`src/kbc_pkg.sv`:
```
package kbc_pkg;

   // default table depth
   localparam int KBC_ENTRIES = 64;

   localparam int OPCODE_W = 2;
   localparam int KEY_W    = 32;
   localparam int AMOUNT_W = 32;
   localparam int STATUS_W = 2;
   localparam int TOTAL_W  = 32;

   // opcode bits: bit 1 selects read, bit 0 picks received over sent on add
   localparam int OP_READ_BIT = 1;
   localparam int OP_RCVD_BIT = 0;

   typedef enum logic [STATUS_W-1:0] {
      ST_OK        = 2'd0,
      ST_FULL      = 2'd1,
      ST_NOT_FOUND = 2'd2
   } status_type;

   // which result the datapath builds when the controller loads the response
   typedef enum logic [1:0] {
      RES_HIT   = 2'd0,
      RES_ALLOC = 2'd1,
      RES_FULL  = 2'd2,
      RES_MISS  = 2'd3
   } res_kind_type;

   typedef struct packed {
      logic         load;
      logic         inc_idx;
      logic         alloc;
      logic         update;
      logic         ld_rsp;
      res_kind_type res_kind;
   } kbc_cmd_type;

   typedef struct packed {
      logic used_zero;
      logic last_idx;
      logic key_match;
      logic full;
      logic is_read;
   } kbc_sts_type;

endpackage

```
`src/kbc_ctrl.sv`:
```
module kbc_ctrl
   import kbc_pkg::*;
(
   input  logic        clock,
   input  logic        reset,
   input  logic        req_valid,
   output logic        req_ready,
   output logic        rsp_valid,
   input  logic        rsp_ready,
   input  kbc_sts_type sts,
   output kbc_cmd_type cmd
);

   typedef enum logic [4:0] {
      S_IDLE = 5'b00001,
      S_READ = 5'b00010,
      S_CMP  = 5'b00100,
      S_MISS = 5'b01000,
      S_ACC  = 5'b10000
   } state_type;

   state_type state_ff, state_in;
   logic      rsp_valid_ff, rsp_valid_in;
   logic      out_free;

   // response slot can take a word this cycle
   assign out_free  = !rsp_valid_ff || rsp_ready;
   assign req_ready = (state_ff == S_IDLE);
   assign rsp_valid = rsp_valid_ff;

   // sequencer
   always_comb begin
      state_in     = state_ff;
      cmd          = '0;
      cmd.res_kind = RES_MISS;
      case (state_ff)
         S_IDLE: begin
            if (req_valid) begin
               cmd.load = 1'b1;
               state_in = sts.used_zero ? S_MISS : S_READ;
            end
         end
         S_READ: begin
            state_in = S_CMP;
         end
         S_CMP: begin
            if (sts.key_match) begin
               state_in = S_ACC;
            end else if (sts.last_idx) begin
               state_in = S_MISS;
            end else begin
               cmd.inc_idx = 1'b1;
               state_in    = S_READ;
            end
         end
         S_MISS: begin
            if (out_free) begin
               cmd.ld_rsp = 1'b1;
               state_in   = S_IDLE;
               if (sts.is_read) begin
                  cmd.res_kind = RES_MISS;
               end else if (sts.full) begin
                  cmd.res_kind = RES_FULL;
               end else begin
                  cmd.res_kind = RES_ALLOC;
                  cmd.alloc    = 1'b1;
               end
            end
         end
         S_ACC: begin
            if (out_free) begin
               cmd.ld_rsp   = 1'b1;
               cmd.res_kind = RES_HIT;
               cmd.update   = !sts.is_read;
               state_in     = S_IDLE;
            end
         end
         default: begin
            state_in = S_IDLE;
         end
      endcase
   end

   // output valid
   always_comb begin
      rsp_valid_in = rsp_valid_ff;
      if (cmd.ld_rsp) begin
         rsp_valid_in = 1'b1;
      end else if (rsp_ready) begin
         rsp_valid_in = 1'b0;
      end
   end

   always_ff @(posedge clock) begin
      if (reset) begin
         state_ff     <= S_IDLE;
         rsp_valid_ff <= 1'b0;
      end else begin
         state_ff     <= state_in;
         rsp_valid_ff <= rsp_valid_in;
      end
   end

endmodule

```
`config.mk`:
```
export PLATFORM = sky130hd
export DESIGN_NAME = kbc_ctrl
export DESIGN_NICKNAME = d
export VERILOG_FILES = /design/src/kbc_pkg.sv /design/src/kbc_ctrl.sv
export SDC_FILE = /design/constraint.sdc
export NUM_CORES = 1
export LEC_CHECK = 0
export ABC_AREA = 1
export BUFFER_PORTS_ARGS = -buffer_cell sky130_fd_sc_hd__buf_2
export CORE_AREA = 2 2 39 41
export DETAILED_ROUTE_END_ITERATION = 10
export DIE_AREA = 0 0 41 43
export SLEW_MARGIN = 30
export SYNTH_ARGS = -nofsm -noshare
export SYNTH_HDL_FRONTEND = slang
export SYNTH_SLANG_ARGS = --single-unit
```
`constraint.sdc`:
```
create_clock -name clock -period 1.44 [get_ports clock]
set_clock_uncertainty 0.15 [all_clocks]
set_input_delay 0.144 -clock clock [delete_from_list [all_inputs] [get_ports clock]]
set_output_delay 0.144 -clock clock [all_outputs]
set_load 0.02 [all_outputs]
```
==> flow_summary.toml <==
[run_status]
status = "finished with violations"
violations = "negative setup slack"

[power]
p_seq_share_pct = 25.3
swShare_pct = 39.8
power_mw = 0.857
power.density_mw_per_mm2 = 1100
switchingPower_mw = 0.341
p_comb_share_pct = 56.4
p_clk_share_pct = 18.3
internal_power_mw = 0.516
power_leakage_nw = 0.381
irDropWorstVdd_mv = 0.507

[finish]
final_core_util_pct = 56.2
final_nets = 103
drive_gt1_share_pct = 69.6
stdcell_area_um2 = 778
area_growth_pct = 69.5
nFillCells = 129
multi_input_area_um2 = 348
seqCellArea_um2 = 126
insertedDiodeCount = 0

[global_route]
antenna_found_initial = 0
overflow = 0
first_global_vias = 492
grt_pass1_wl_um = 1970
grt_max_degree = 6
track_usage_pct = 16.5

[synthesis]
ys_ff_latch = 6
yosys_warnings = 0
synth_area_leaders = "dfxtp_1, nor2_4, nand2_4"
synth.most_common_cell = "nor2_1"
synthFlopType = "dfxtp_1"
synth_area_um2 = 459
synth_top_family_by_area = "simple AND/OR/NAND/NOR gates"
synth.distinct_cells = 20
synthMuxAreaShare_pct = 0
synth_compound_area_share_pct = 7.36
yosys.area_share.simple_pct = 55.9
yosysSeqAreaShare_pct = 26.2
syn_nets = 71
synth_top_area_share_pct = 26.2
synth_cells = 62
synthXorXnorAreaFrac_pct = 0
synthAdderAreaFrac_pct = 0
yosys-top-cells-count = "nor2_1, inv_1, dfxtp_1, nand2_1"
avgSynthCellArea_um2 = 7.41
synth_top_area_cell = "dfxtp_1"
synth_edf_count = 0
synthArstFlopShare_pct = 0

[routing]
ant_nets = 0
finalWirelength_um = 1200
vias = 500
drt_iter0_drc = 4
detail_route.wl_per_cell_um = 11.1
dr.pass1.iters = 4
viasPerCell = 4.63
drc = 0

[flow_run]
cap_viol_max_count = 0

[critical_path]
worst-path-max-fanout = 3
start_kind = "flip-flop"
endpoint_kind = "primary output"
reg2reg_depth = 10
reg2reg_from = "state_ff[2]"
crit_arrival_ns = 1.29
timing.rr.end = "state_ff[3]"
r2r_slack_ns = -0.01
cp.required_ns = 1.15
criticalPathCategory = "reg2out"

[timing]
slew_headroom_pct = 85.7
post-route-min-period_ns = 1.59
hold_ws_ns = 0.0250
rsz0062_at_grt = "yes"
drv_slew = 0
clock.fmax_ghz = 0.631
worst_slew_pin_slew_ns = 0.213
post-route-period-util_pct = 110
setup_ws_ns = -0.146
hold_viol_final = 0
finalSetupViolCount = 9

[min_path]
worstHoldPathType = "in2reg"
hp-start = "sts[2]"
holdPathStages = 3
min_delay_worst_endpoint = "state_ff[4]"

[clock_tree]
clock-root-buffer = "clkbuf_4"
cts_buffer_depth = 2
h-tree-depth = 1
path_clk_slew_ns = 0.04
tritoncts = "yes"
cts_buffers = 3
cts.sinks = 6
clkLatencyLatePin_ns = 0.25

[place]
port_buffers = 17
dpl.hpwl_um = 798
place.gp.congestion = 0.788
postPlaceCellArea_um2 = 582

[floorplan]
die_h_um = 43
num_rows = 14
dieArea_mm2 = 0.00176
core-area_mm2 = 0.00138
ios = 18
die_w_um = 41
start_util_pct = 33.2
power by group through the flow:
stage	sequential, mW	combinational, mW	clock, mW
finish	0.217	0.483	0.157
global route	0.220	0.523	0.177
global placement	0.214	0.313	0
floorplan	0.217	0.242	0
CTS	0.217	0.398	0.164
detailed placement	0.215	0.318	0
state kept, by name (all words and copies together) (netlist names):
name and cells:
state_ff 5, rsp_valid 1
layout by cell type, fill, tap and decap left out, types with 2 or more instances in the layout:
cell / count
a21oi_1: 2
buf_2: 10
buf_4: 9
buf_6: 8
clkbuf_4: 3
dfxtp_2: 5
inv_1: 5
inv_2: 5
nand2_1: 6
nand2_4: 3
nand3_1: 2
nand3_4: 3
nand4_1: 4
nor2_1: 5
nor2_2: 3
nor2_4: 7
routing by layer:
| metal | wire length [um] | vias up | GRT usage [%] | share of wire, % |
|---|---|---|---|---|
| li1 | - | 261 | - | - |
| met1 | 467 | 222 | 19.0 | 39 |
| met2 | 659 | 13 | 27.2 | 55 |
| met3 | 52 | 4 | 3.14 | 4.3 |
| met4 | 17 | 0 | 8.00 | 1.4 |
| met5 | 0 | - | 0 | 0 |
layout make-up:
| type | instances | share of cell area [%] |
|---|---|---|
| multi-input cells | 44 | 44.7 |
| well taps | 16 | 2.57 |
| repair buffers | 28 | 28.0 |
| inverters | 11 | 5.63 |
| clock buffers | 3 | 2.89 |
| flip-flops and latches | 6 | 16.2 |
through the flow:
step                      setup TNS, ns  setup WS [ns]  cells
after floorplan                       0        0.00911     62
after global placement                0         0.0380     95
after detailed placement              0         0.0417     95
after CTS                        -0.639         -0.191    106
after global routing              -1.23         -0.220    108
final                            -0.597         -0.146    108
worst max-delay path by stage:
stage                     start      to  slack [ns]  cells after the start
floorplan             rsp_valid  cmd[1]       0.009                      5
global placement    state_ff[3]  cmd[1]        0.04                      6
detailed placement  state_ff[3]  cmd[1]        0.04                      6
CTS                   rsp_valid  cmd[1]       -0.19                      6
global route          rsp_valid  cmd[1]       -0.22                      6
finish                rsp_valid  cmd[1]       -0.15                      6
critical path, stage by stage, from the launching register on:
cell,delay (ns)
dfxtp_2,0.31
inv_2,0.06
nor2_4,0.04
or2_4,0.24
nor3_4,0.23
nor2_4,0.04
buf_6,0.13
cells by family after synthesis:
group / Yosys count
DFF: 6
buffers and inverters: 12
and+or+nand+nor: 38
AOI/OAI and AO/OA: 6
repair_timing:
action,in CTS,in global routing
buffers inserted,7,2
setup endpoints to repair,8,11
gates resized for setup,18,11
endpoints found under the hold margin,3,0
hold buffers,1,0
pin swaps,11,10
No activity file was read; power rests on OpenSTA's default activity.
